## src/rtl/ffpa_pkg.sv

```systemverilog
package ffpa_pkg;

	// Arena geometry
	localparam int ARENA_BYTES  = 1024;
	localparam int HEADER_BYTES = 24;
	localparam int SPLIT_SLACK  = 4;

	localparam int ADDR_W = $clog2(ARENA_BYTES);
	localparam int SIZE_W = ADDR_W;
	localparam int SUM_W  = ADDR_W + 2;
	localparam int REQ_W  = 12;

	// Block header as kept in the header memory
	typedef struct packed {
		logic              free;
		logic [SIZE_W-1:0] size;
	} hdr_t;

	localparam hdr_t HDR_RESET = '{free: 1'b1, size: SIZE_W'(ARENA_BYTES - HEADER_BYTES)};

	// Request and result payloads
	typedef struct packed {
		logic             operation;
		logic [REQ_W-1:0] request_size;
		logic [9:0]       release_offset;
		logic             release_is_null;
	} req_t;

	typedef struct packed {
		logic [1:0] status;
		logic [9:0] granted_offset;
	} rsp_t;

	localparam logic OP_ALLOC   = 1'b0;
	localparam logic OP_RELEASE = 1'b1;

	localparam logic [1:0] ST_GRANTED  = 2'd0;
	localparam logic [1:0] ST_NO_FIT   = 2'd1;
	localparam logic [1:0] ST_RELEASED = 2'd2;
	localparam logic [1:0] ST_NULL     = 2'd3;

	// Header write selection
	localparam logic [2:0] WR_NONE      = 3'd0;
	localparam logic [2:0] WR_SPLIT_NEW = 3'd1;
	localparam logic [2:0] WR_TAKE_REQ  = 3'd2;
	localparam logic [2:0] WR_TAKE_ALL  = 3'd3;
	localparam logic [2:0] WR_MARK_FREE = 3'd4;
	localparam logic [2:0] WR_MERGE     = 3'd5;

	// Controller to datapath
	typedef struct packed {
		logic       load_in;
		logic       cur_zero;
		logic       cur_walk;
		logic       hold_load;
		logic       skip;
		logic       merge;
		logic       rd_nx;
		logic [2:0] wr_op;
		logic       finish;
		logic [1:0] fin_status;
	} cmd_t;

	// Datapath to controller
	typedef struct packed {
		logic op_rel;
		logic is_null;
		logic roff_low;
		logic fit;
		logic split;
		logic walk_end;
		logic at_target;
		logic past_target;
		logic both_free;
		logic merged_end;
		logic skip_end;
	} sts_t;

endpackage

```

## src/rtl/ffpa_ctrl.sv

```systemverilog
module ffpa_ctrl import ffpa_pkg::*; (
	input  logic clk,
	input  logic arst_n,
	input  logic start,
	input  sts_t sts,
	output logic busy,
	output cmd_t cmd
);

	localparam logic [3:0] S_IDLE = 4'd0;
	localparam logic [3:0] S_DISP = 4'd1;
	localparam logic [3:0] S_A_RD = 4'd2;
	localparam logic [3:0] S_A_EV = 4'd3;
	localparam logic [3:0] S_A_TK = 4'd4;
	localparam logic [3:0] S_R_RD = 4'd5;
	localparam logic [3:0] S_R_EV = 4'd6;
	localparam logic [3:0] S_M_RC = 4'd7;
	localparam logic [3:0] S_M_EC = 4'd8;
	localparam logic [3:0] S_M_RN = 4'd9;
	localparam logic [3:0] S_M_EN = 4'd10;

	logic [3:0] state_q;
	logic [3:0] state_d;

	assign busy = (state_q != S_IDLE);

	// Next state and datapath commands
	always_comb begin
		state_d = state_q;
		cmd     = '0;
		case (state_q)
			S_IDLE: begin
				if (start) begin
					cmd.load_in  = 1'b1;
					cmd.cur_zero = 1'b1;
					state_d      = S_DISP;
				end
			end
			S_DISP: begin
				if (!sts.op_rel) begin
					state_d = S_A_RD;
				end else if (sts.is_null) begin
					cmd.finish     = 1'b1;
					cmd.fin_status = ST_NULL;
					state_d        = S_IDLE;
				end else if (sts.roff_low) begin
					state_d = S_M_RC;
				end else begin
					state_d = S_R_RD;
				end
			end
			// first-fit search
			S_A_RD: begin
				state_d = S_A_EV;
			end
			S_A_EV: begin
				if (sts.fit) begin
					if (sts.split) begin
						cmd.wr_op = WR_SPLIT_NEW;
						state_d   = S_A_TK;
					end else begin
						cmd.wr_op      = WR_TAKE_ALL;
						cmd.finish     = 1'b1;
						cmd.fin_status = ST_GRANTED;
						state_d        = S_IDLE;
					end
				end else if (sts.walk_end) begin
					cmd.finish     = 1'b1;
					cmd.fin_status = ST_NO_FIT;
					state_d        = S_IDLE;
				end else begin
					cmd.cur_walk = 1'b1;
					state_d      = S_A_RD;
				end
			end
			S_A_TK: begin
				cmd.wr_op      = WR_TAKE_REQ;
				cmd.finish     = 1'b1;
				cmd.fin_status = ST_GRANTED;
				state_d        = S_IDLE;
			end
			// release: find the block on the chain
			S_R_RD: begin
				state_d = S_R_EV;
			end
			S_R_EV: begin
				if (sts.at_target) begin
					cmd.wr_op    = WR_MARK_FREE;
					cmd.cur_zero = 1'b1;
					state_d      = S_M_RC;
				end else if (sts.past_target || sts.walk_end) begin
					cmd.cur_zero = 1'b1;
					state_d      = S_M_RC;
				end else begin
					cmd.cur_walk = 1'b1;
					state_d      = S_R_RD;
				end
			end
			// coalescing pass over the whole chain
			S_M_RC: begin
				state_d = S_M_EC;
			end
			S_M_EC: begin
				cmd.hold_load = 1'b1;
				if (sts.walk_end) begin
					cmd.finish     = 1'b1;
					cmd.fin_status = ST_RELEASED;
					state_d        = S_IDLE;
				end else begin
					state_d = S_M_RN;
				end
			end
			S_M_RN: begin
				cmd.rd_nx = 1'b1;
				state_d   = S_M_EN;
			end
			S_M_EN: begin
				if (sts.both_free) begin
					cmd.merge = 1'b1;
					cmd.wr_op = WR_MERGE;
					if (sts.merged_end) begin
						cmd.finish     = 1'b1;
						cmd.fin_status = ST_RELEASED;
						state_d        = S_IDLE;
					end else begin
						state_d = S_M_RN;
					end
				end else begin
					cmd.skip = 1'b1;
					if (sts.skip_end) begin
						cmd.finish     = 1'b1;
						cmd.fin_status = ST_RELEASED;
						state_d        = S_IDLE;
					end else begin
						state_d = S_M_RN;
					end
				end
			end
			default: begin
				state_d = S_IDLE;
			end
		endcase
	end

	always_ff @(posedge clk or negedge arst_n) begin
		if (!arst_n) begin
			state_q <= S_IDLE;
		end else begin
			state_q <= state_d;
		end
	end

endmodule

```

## config.mk

```make
export PLATFORM = sky130hd
export DESIGN_NAME = ffpa_ctrl
export DESIGN_NICKNAME = d
export VERILOG_FILES = /design/src/rtl/ffpa_pkg.sv /design/src/rtl/ffpa_ctrl.sv
export SDC_FILE = /design/constraint.sdc
export NUM_CORES = 1
export LEC_CHECK = 0
export BUFFER_PORTS_ARGS = -buffer_cell sky130_fd_sc_hd__buf_4
export CAP_MARGIN = 20
export CORE_AREA = 8 8 45 47
export DETAILED_ROUTE_END_ITERATION = 12
export DIE_AREA = 0 0 53 55
export GPL_ROUTABILITY_DRIVEN = 0
export HOLD_SLACK_MARGIN = 0.02
export PLACE_DENSITY = 0.69
export RECOVER_POWER = 25
export SETUP_SLACK_MARGIN = 0.4
export SKIP_CTS_REPAIR_TIMING = 1
export SKIP_LAST_GASP = 1
export SLEW_MARGIN = 10
export SYNTH_ARGS = -nofsm -noshare
export SYNTH_HDL_FRONTEND = slang
export SYNTH_SLANG_ARGS = --single-unit
```

## constraint.sdc

```tcl
create_clock -name clk -period 3.59 [get_ports clk]
set_clock_uncertainty 0.1 [all_clocks]
set_input_delay 0.359 -clock clk [delete_from_list [all_inputs] [get_ports clk]]
set_output_delay 0.359 -clock clk [all_outputs]
set_load 0.005 [all_outputs]
```

==> summary.md, run 1 <==
| Metric | Value |
|---|---|
| Setup violators final | 0 |
| Fraction of the mapped netlist area in compound gates | 0.239 |
| Most numerous cell in the Yosys netlist | nor2_1 |
| Yosys reg bits | 4 |
| Data required time at the worst endpoint | approximately 3.1 ns |
| Synth area leader | dfrtp_1 |
| Synth area leaders | dfrtp_1 20%, nor2_1 7.6%, nand2b_1 6.3% |
| Final nets | approximately 110 |
| Power Density | between 600 and 700 nW/µm² |
| Top reg by flops | state_q |
| DR vias | ~590 |
| Post-synth EDFFs | 0 |
| DRC | 0 |
| Multiplexer area fraction after synthesis | 0.0428 |
| Max reg flops | 4 |
| Warnings from Yosys | 0 |
| Max Fclk | about 0.43 GHz |
| Highest-delay cell along the critical path | dfrtp_1 |
| Hold slack | ~0.33 ns |
| Worst path max stage delay | around 0.60 ns |
| Crit-path cells | nand2_2 > or4b_4 > a21oi_2 > or3b_1 > buf_4 |
| Mapped Area | ~500 µm² |
| Fin Setup TNS | 0 ns |
| Post-synth cell types | 33 |
| Clock latency on the worst-skew pair | 0.24 ns |
| Drt wl/cell | roughly 14 µm |
| CTS root buf | clkbuf_4 |
| H-tree lvl count | 1 |
| Pre-antenna DRT Iters | 4 |
| Largest family of logic cells by synthesized area | simple AND/OR/NAND/NOR gates |
| Number of vias per cell | 5.29 |
| Initial core utilization | 0.359 |
| DR iter-0 viols | 11 |
| GRT overflow | 0 |
| CTS sink count | 4 |
| Largest net degree at the start of global routing | 17 |
| Adder-cell share of the synthesized area | 0 |
| CP startpoint kind | flip-flop |
| RSZ-0062 raised after global routing | false |
| Site Rows | 14 |
| Max-slew violation count | 0 |
| CTS tree | yes |
| Area of the multi-input gates | approximately 370 µm² |
| Simple-gate area share of the yosys netlist | 0.456 |
| Fill cells | 159 |
| Num ports | 28 |
| Status | complete, no violations |
| Final min period | ~2.3 ns |
| Biggest regs | state_q x4 |
| Max Cap Viol | 0 |
| N_diodes | 0 |
| Worst-path clk slew | ~0.040 ns |
| Post-route ant nets | 0 |
| Syn nets | 83 |
| Crit end category | primary output |
| Clock Path Buffers | 2 |
| Fin. Hold Viols | 0 |
| Critical path type | flip-flop to primary output |
| CP max FO | 16 |
| Most used DFF post-synth | dfrtp_1 |
| Num CTS Buffers | 3 |
| Synth top area share | 0.202 |
| I/O Buffers | 27 |
| Die X | ~53 µm |
| Period utilisation layout | 0.650 |
| Vias in the first global route | approximately 540 |
| Max-slew headroom | 0.708 |
| Final HPWL DP | 1250 µm |
| Hold Path Class | input port to flip-flop |
| Core area | 1380 µm² |
| Layout Utilization | 0.524 |
| Critical path arrival | 1.87 ns |
| Leakage | between 0.3 and 0.4 nW |
| Synth Instances | slightly below 70 |
| Least-Margin Pin Slew | about 0.43 ns |
| Initial antenna violation count | 0 |
| Synth cell count leaders | 10 x nor2_1, 5 x nand2b_1, 5 x nor2b_1, 4 x dfrtp_1, 4 x nand2_1 |
| Sequential cell area | approximately 100 µm² |
| Fraction of layout cells with a size suffix above 1 | 0.354 |
| Total die area | around 2900 µm² |
| Final wirelength | ~1600 µm |
| Worst ir drop on vdd | roughly 0.00038 V |
| Gr usage total | 0.114 |
| Sequential fraction of the synthesis area | 0.202 |
| Post-synthesis average cell area | 7.20 µm² |
| First-pass GRT wire length | approximately 2500 µm |
| Ys async rst share | 1.00 |
| XOR/XNOR share of the synthesized area | 0 |
| Layout area overhead | 46.1% |
| Die Ht | about 55 µm |
layout by cell type (no fill, tap or decap), drive strengths merged:
cell type	count
a21oi	4
a21o	1
a221oi	1
o31ai	1
and2	1
and3	1
o211ai	1
inv	2
and4bb	2
o22ai	1
clkbuf	4
nor2	10
dlygate4sd3	1
a211o	1
nor4	1
nor3b	1
or4b	1
nand3	3
o21ai	3
nand2	5
a31oi	3
nand2b	5
mux2	1
a22oi	2
dfrtp	4
nand4	1
nor3	2
buf	26
nor2b	5
mux2i	1
or3b	1
path summary, 6_finish.rpt:
kind                                 start         end  slack, ns  cells after the start
worst min register to register  state_q[0]  state_q[3]       0.69                      2
worst max register to register  state_q[3]  state_q[1]       2.17                      3
worst min-delay path                 start  state_q[0]       0.33                      3
worst max-delay path            state_q[1]      cmd[2]       1.26                      5
max in group asynchronous           arst_n  state_q[1]       2.84                      2
min in group asynchronous           arst_n  state_q[0]       0.37                      2
metrics by stage:
| stage | instances | power [W] | worst slack [ns] | area [µm²] |
|---|---|---|---|---|
| floorplan | 69 | 0.000282 | 1.83 | 497 |
| detailed placement | 108 | 0.000382 | 1.50 | 697 |
| finish | 112 | 0.000439 | 1.26 | 726 |
| global route | 112 | 0.000483 | 1.12 | 726 |
| CTS | 111 | 0.000442 | 1.25 | 719 |
| global placement | 108 | 0.000379 | 1.55 | 697 |
report_power, final:
group | total [W] | leakage [nW] | internal, W | switching, W
clock network | 0.0000571 | 0.0138 | 0.0000375 | 0.0000196
logic | 0.000257 | 0.295 | 0.000138 | 0.000119
registers | 0.000125 | 0.0516 | 0.0000633 | 0.0000614
cell type report:
cell class                 count  share of cell area
inverter                       2              0.0103
tap                           16              0.0276
clock buffer                   3              0.0310
timing repair buffer          28               0.288
multi-input combinational     59               0.505
sequential                     4               0.138
worst max-delay path, delay by kind of cell (launching register included):
family | cells | cell delay (ns)
and+or+nand+nor | 3 | 0.77
DFF | 1 | 0.60
AOI/OAI and AO/OA | 1 | 0.16
buffers and inverters | 1 | 0.10
cells by family after synthesis:
logic type / Yosys count
buf+inv: 6
compound gates: 18
mux: 2
flops: 4
simple gates: 39
layer usage:
| layer | global-route usage | wire (µm) | vias to the layer above |
|---|---|---|---|
| met2 | 0.172 | 718 | 20 |
| met3 | 0.0455 | 146 | 5 |
| met4 | 0.0647 | 29 | 0 |
| met1 | 0.136 | 683 | 260 |
| met5 | 0 | 0 | - |
| li1 | - | - | 308 |
(Power assumes the default switching activity.)
==> inputs of run 2 (changes only) <==
--- a/config.mk
+++ b/config.mk
@@ -7,12 +7,12 @@
 export LEC_CHECK = 0
 export BUFFER_PORTS_ARGS = -buffer_cell sky130_fd_sc_hd__buf_4
 export CAP_MARGIN = 20
-export CORE_AREA = 8 8 45 47
+export CORE_MARGIN = 8
+export CORE_UTILIZATION = 38
 export DETAILED_ROUTE_END_ITERATION = 12
-export DIE_AREA = 0 0 53 55
 export GPL_ROUTABILITY_DRIVEN = 0
 export HOLD_SLACK_MARGIN = 0.02
-export PLACE_DENSITY = 0.69
+export PLACE_DENSITY = 0.73
 export RECOVER_POWER = 25
 export SETUP_SLACK_MARGIN = 0.4
 export SKIP_CTS_REPAIR_TIMING = 1
==> constraint.sdc (replaced) <==
create_clock -name clk -period 1.98 [get_ports clk]
set_clock_uncertainty 0.1 [all_clocks]
set_input_delay 0.198 -clock clk [delete_from_list [all_inputs] [get_ports clk]]
set_output_delay 0.198 -clock clk [all_outputs]
set_load 0.005 [all_outputs]
==> run 2 against run 1 <==
Effect of this change: combinational power rose to 2.7 times the previous value; sequential share of layout area is 1.4 points lower; cell area up 17%.
==> summary.md, run 2 (synthesis gave the netlist of run 1 again) <==
| Metric | Value |
|---|---|
| Power Density | 1140 nW/µm² (was 605 nW/µm²) |
| Hold slack | 0.189 ns (was 0.335 ns) |
| CP startpoint kind | flip-flop (unchanged) |
| CTS tree | yes (unchanged) |
| Largest net degree at the start of global routing | 11 (was 17) |
| Total die area | 2720 µm² (was 2920 µm²) |
| Final HPWL DP | 1290 µm (was 1250 µm) |
| Setup violators final | 0 (unchanged) |
| Site Rows | 13 (was 14) |
| Worst Hold End | state_q[1] (was state_q[0]) |
| R2r setup slk | 0.50 ns (was 2.17 ns) |
| Initial antenna violation count | 0 (unchanged) |
| Biggest regs | state_q x4 (unchanged) |
| Max-slew violation count | 0 (unchanged) |
| Num ports | 28 (unchanged) |
| CTS root buf | clkbuf_4 (unchanged) |
| Gr usage total | 0.121 (was 0.114) |
| Wire length on met1 | 724 µm (was 683 µm) |
| Commonest non-fill, non-tap cell in the layout | buf_4 (unchanged) |
| CP max FO | 7 (was 16) |
| Number of vias per cell | 5.22 (was 5.29) |
| H-tree lvl count | 1 (unchanged) |
| DR iter-0 viols | 10 (was 11) |
| DRC | 0 (unchanged) |
| Final nets | 124 (was 112) |
| First-pass GRT wire length | 2590 µm (was 2510 µm) |
| Top reg by flops | state_q (unchanged) |
| Worst ir drop on vdd | 0.000711 V (was 0.000381 V) |
| Placed inst area | 726 µm² (was 697 µm²) |
| Met3 routed wirelength | 111 µm (was 146 µm) |
| P_sw | 0.000408 W (was 0.000200 W) |
| Max layer used | met4 (unchanged) |
| Area of the multi-input gates | 387 µm² (was 367 µm²) |
| Part of the power in registers | 0.190 (was 0.284) |
| Reg2Reg Launch Point | state_q[1] (was state_q[3]) |
| R2r worst-path depth | 5 (was 3) |
| Fin. Hold Viols | 0 (unchanged) |
| Non-filler cells, final | 123 (was 112) |
| Num CTS Buffers | 3 (unchanged) |
| Pre-antenna DRT Iters | 4 (unchanged) |
| I/O Buffers | 27 (unchanged) |
| Internal power | 0.000556 W (was 0.000239 W) |
| Final wirelength | 1770 µm (was 1580 µm) |
| Critical path type | flip-flop to primary output (unchanged) |
| Leakage | 0.422 nW (was 0.361 nW) |
| CTS sink count | 4 (unchanged) |
| N_diodes | 0 (unchanged) |
| Clock Path Buffers | 2 (unchanged) |
| Clock share of power | 0.103 (was 0.130) |
| Routed wl met2 | 916 µm (was 718 µm) |
| RSZ-0062 raised after global routing | true (was false) |
| Max reg flops | 4 (unchanged) |
| Max Fclk | around 0.52 GHz |
| Vias in the first global route | 573 (was 542) |
| Fraction of layout cells with a size suffix above 1 | 0.528 (was 0.354) |
| Final instance area | 847 µm² (was 726 µm²) |
| Crit end category | primary output (unchanged) |
| Post-route ant nets | 0 (unchanged) |
| Fill cells | 101 (was 159) |
| Core area | 1250 µm² (was 1380 µm²) |
| DR vias | 642 (was 593) |
| Max Cap Viol | 0 (unchanged) |
| Tot Pwr | 0.000964 W (was 0.000439 W) |
| Combinational share of power | 0.707 (was 0.586) |
| Die X | 52.2 µm (was 53 µm) |
| Clock latency on the worst-skew pair | 0.23 ns (was 0.24 ns) |
| Worst-path clk slew | 0.04 ns (about the same) |
| Status | complete, no violations (unchanged) |
| Data required time at the worst endpoint | 1.68 ns (was 3.13 ns) |
| Layout Utilization | 0.676 (was 0.524) |
| Die Ht | 52.2 µm (was 55 µm) |
| Sequential cell area | 105 µm² (was 100 µm²) |
| Critical path arrival | 1.61 ns (was 1.87 ns) |
| Period utilisation layout | 0.965 |
| GRT overflow | 0 (unchanged) |
| Final min period | between 1.5 and 2 ns |
| Initial core utilization | 0.397 (was 0.359) |
| Hold Path Class | input port to flip-flop (unchanged) |
| Worst hold start | sts[4] (was start) |
| R2R Path End | state_q[0] (was state_q[1]) |
| Sw frac | 0.423 (was 0.455) |
| Placed Instances | 111 (was 108) |
| Drt wl/cell | 14.4 µm (was 14.1 µm) |
| Hold depth | 3 (unchanged) |
| Most frequent cells in the layout | 36 x buf_4, 9 x nor2_1 (was 26 x buf_4, 10 x nor2_1, 5 x nand2b_1, 5 x nor2b_1) |
| Layout area overhead | 70.5% (was 46.1%) |
| Max-slew headroom | 0.730 (was 0.708) |
| Least-Margin Pin Slew | 0.401 ns (was 0.434 ns) |
==> run 2: final cells by class <==
cell class,instances,share of cell area
clock buffers,3,0.0266
inverters,2,0.00886
multi-input cells,59,0.456
flip-flops and latches,4,0.124
well taps,15,0.0222
repair buffers,40,0.362
==> run 2: worst max-delay path: stages, from the launching register on <==
cell and delay [ns]:
dfrtp_2 0.42, and4bb_2 0.28, nand2b_1 0.08, nand3_1 0.09, or3b_1 0.37, buf_4 0.14
==> run 2: per-layer routing <==
metal	global-route usage	vias to the layer above
met5	0	-
met4	0.0776	0
met3	0.0399	2
met2	0.184	20
met1	0.143	284
li1	-	336
==> run 2: worst max-delay path by stage <==
stage	start	endpoint	slack [ns]	cells past startpoint
6_report	state_q[0]	cmd[2]	0.07	5
3_5_place_dp	state_q[1]	cmd[2]	0.26	5
2_1_floorplan	state_q[0]	cmd[2]	0.40	5
4_1_cts	state_q[1]	cmd[2]	-0.0007	5
3_3_place_gp	state_q[3]	cmd[2]	0.26	5
5_1_grt	state_q[3]	cmd[2]	0.01	5
==> run 2: metrics by stage <==
| step | setup TNS [ns] | setup slack, ns |
|---|---|---|
| after floorplan | 0 | 0.402 |
| after global placement | 0 | 0.255 |
| after detailed placement | 0 | 0.258 |
| after CTS | -0.000662 | -0.000662 |
| after global routing | 0 | 0.0138 |
| final | 0 | 0.0695 |
==> run 2: power by group through the flow <==
stage	Sequential, W	Combinational [W]	Clock (W)
2_1_floorplan	0.000142	0.000378	0
3_3_place_gp	0.000183	0.000553	0
3_5_place_dp	0.000183	0.000557	0
4_1_cts	0.000184	0.000559	0.000104
5_1_grt	0.000185	0.000748	0.000115
6_report	0.000183	0.000682	0.0000993
==> inputs of run 3 (changes only) <==
--- a/config.mk
+++ b/config.mk
@@ -12,7 +12,7 @@
 export DETAILED_ROUTE_END_ITERATION = 12
 export GPL_ROUTABILITY_DRIVEN = 0
 export HOLD_SLACK_MARGIN = 0.02
-export PLACE_DENSITY = 0.73
+export PLACE_DENSITY = 0.71
 export RECOVER_POWER = 25
 export SETUP_SLACK_MARGIN = 0.4
 export SKIP_CTS_REPAIR_TIMING = 1
==> run 3 against run 2 <==
Effect of this change: via count grew 2.0%; sequential power is essentially flat; first-iteration DRC count shrank 20%; setup slack gained 0.014 ns; flip-flop and latch count is the same; clock power shrank 2.2%; register-to-register slack lost 0.10 ns; core utilization shrank 0.80 points; combinational power shrank 3.5%; fmax grew 0.76%; clock-buffer cell count is the same; critical path depth is the same; largest cell class unchanged; largest power group unchanged; highest routed layer unchanged.
==> summary.md, run 3 (synthesis gave the netlist of run 1 again) <==
| Metric | Value |
|---|---|
| CTS tree | yes (unchanged) |
| Clock share of power | 0.104 (was 0.103) |
| Sw frac | 0.422 (was 0.423) |
| Internal power | 0.000541 W (was 0.000556 W) |
| Max reg flops | 4 (unchanged) |
| Post-route ant nets | 0 (unchanged) |
| Status | complete, no violations (unchanged) |
| Vias in the first global route | 563 (was 573) |
| Max Cap Viol | 0 (unchanged) |
| Total die area | 2720 µm² (unchanged) |
| Final nets | 122 (was 124) |
| Number of vias per cell | 5.41 (was 5.22) |
| Leakage | 0.408 nW (was 0.422 nW) |
| Max-slew violation count | 0 (unchanged) |
| Critical path arrival | 1.60 ns (was 1.61 ns) |
| Worst-path clk slew | 0.04 ns (about the same) |
| Part of the power in registers | 0.193 (was 0.190) |
| Die Ht | 52.2 µm (unchanged) |
| P_sw | 0.000395 W (was 0.000408 W) |
| Site Rows | 13 (unchanged) |
| Initial antenna violation count | 0 (unchanged) |
| CTS sink count | 4 (unchanged) |
| Tot Pwr | 0.000936 W (was 0.000964 W) |
| Final wirelength | 1630 µm (was 1770 µm) |
| Clock Path Buffers | 2 (unchanged) |
| Data required time at the worst endpoint | 1.68 ns (about the same) |
| Top reg by flops | state_q (unchanged) |
| Critical path origin | state_q[0] (unchanged) |
| Setup violators final | 0 (unchanged) |
| Least-Margin Pin Slew | 0.405 ns (was 0.401 ns) |
| Crit end category | primary output (unchanged) |
| Commonest non-fill, non-tap cell in the layout | buf_4 (unchanged) |
| Final min period | 1.90 ns (was 1.91 ns) |
| DR vias | 655 (was 642) |
| Max Fclk | 0.527 GHz (was 0.523 GHz) |
| Num CTS Buffers | 3 (unchanged) |
| Placed Instances | 109 (was 111) |
| Biggest regs | state_q x4 (unchanged) |
| Final HPWL DP | 1220 µm (was 1290 µm) |
| Die X | 52.2 µm (unchanged) |
| Gr usage total | 0.114 (was 0.121) |
| CP max FO | 7 (unchanged) |
| Drt wl/cell | 13.5 µm (was 14.4 µm) |
| I/O Buffers | 27 (unchanged) |
| Reg2Reg Launch Point | state_q[1] (unchanged) |
| Core area | 1250 µm² (unchanged) |
| RSZ-0062 raised after global routing | true (unchanged) |
| Combinational share of power | 0.703 (was 0.707) |
| First-pass GRT wire length | 2440 µm (was 2590 µm) |
| GRT overflow | 0 (unchanged) |
| Fin. Hold Viols | 0 (unchanged) |
| Initial core utilization | 0.397 (unchanged) |
| Clock latency on the worst-skew pair | 0.23 ns (about the same) |
| Power Density | 1120 nW/µm² (was 1140 nW/µm²) |
| Period utilisation layout | 0.958 (was 0.965) |
| Hold Path Class | input port to flip-flop (unchanged) |
| CTS root buf | clkbuf_4 (unchanged) |
| Layout area overhead | 68.5% (was 70.5%) |
| H-tree lvl count | 1 (unchanged) |
| CP startpoint kind | flip-flop (unchanged) |
| Fraction of layout cells with a size suffix above 1 | 0.500 (was 0.528) |
| DRC | 0 (unchanged) |
| Critical path type | flip-flop to primary output (unchanged) |
| Num ports | 28 (unchanged) |
| Worst hold start | sts[4] (unchanged) |
| Max-slew headroom | 0.728 (was 0.730) |
| Fill cells | 102 (was 101) |
| Non-filler cells, final | 121 (was 123) |
| Most frequent cells in the layout | 32 x buf_4, 10 x nor2_1 (was 36 x buf_4, 9 x nor2_1) |
| N_diodes | 0 (unchanged) |
| Largest net degree at the start of global routing | 15 (was 11) |
| Pre-antenna DRT Iters | 4 (unchanged) |
| Worst ir drop on vdd | 0.000761 V (was 0.000711 V) |
| DR iter-0 viols | 8 (was 10) |
## run 3: cell count changes in the layout (fill, tap and decap cells not counted)
cell / delta
nor2_1: +1
inv_2: -1
nor2b_4: +1
buf_4: -4
nor2b_2: -1
clkdlybuf4s25_1: +1
inv_4: +1
clkbuf_2: +1
nor2_2: -1
## run 3: per-layer routing
layer / vias to the layer above / track usage / share of wire
met5: - / 0 / 0
met4: 0 / 0.0776 / 0.012
met3: 2 / 0.0256 / 0.033
met2: 15 / 0.178 / 0.51
met1: 309 / 0.136 / 0.44
li1: 329 / - / -
## run 3: worst paths after layout
path                                   end  slack [ns]  cells after the start
worst min register to register  state_q[2]        0.63                      2
worst max-delay path                cmd[2]        0.08                      5
worst min-delay path            state_q[1]        0.20                      3
min in group asynchronous       state_q[0]        0.22                      2
max in group asynchronous       state_q[1]        1.37                      2
worst max register to register  state_q[1]        0.40                      5
## run 3: layout make-up
class / count / area, µm² / area share
clock buffer: 3 / 22.5 / 0.0269
inverter: 2 / 10.0 / 0.0120
multi-input combinational: 59 / 389 / 0.465
sequential: 4 / 105 / 0.126
tap: 15 / 18.8 / 0.0224
timing repair buffer: 38 / 292 / 0.348
## run 3: critical path, stage by stage, from the launching register on
cell,delay [ns]
dfrtp_2,0.41
nand2_2,0.08
or4b_4,0.52
a21oi_2,0.14
or3b_1,0.12
buf_4,0.10
## run 3: power groups by stage
| stage | Combinational [W] | Sequential [W] | Clock [W] |
|---|---|---|---|
| finish | 0.000658 | 0.000181 | 0.0000971 |
| global route | 0.000728 | 0.000184 | 0.000110 |
| CTS | 0.000514 | 0.000197 | 0.000103 |
| detailed placement | 0.000512 | 0.000198 | 0 |
| global placement | 0.000511 | 0.000201 | 0 |
| floorplan | 0.000378 | 0.000142 | 0 |
## run 3: stage by stage
stage / instance area, µm² / TNS, ns / utilization / hold WS [ns] / setup WS, ns
after floorplan: 500 / 0 / - / -0.198 / 0.402
after global placement: 711 / 0 / 0.567 / -0.106 / 0.196
final: 837 / 0 / 0.668 / 0.201 / 0.0839
after CTS: 733 / -0.0562 / 0.585 / -0.354 / -0.0562
after detailed placement: 711 / 0 / 0.567 / -0.106 / 0.199
after global routing: 837 / 0 / 0.668 / 0.214 / 0.00622
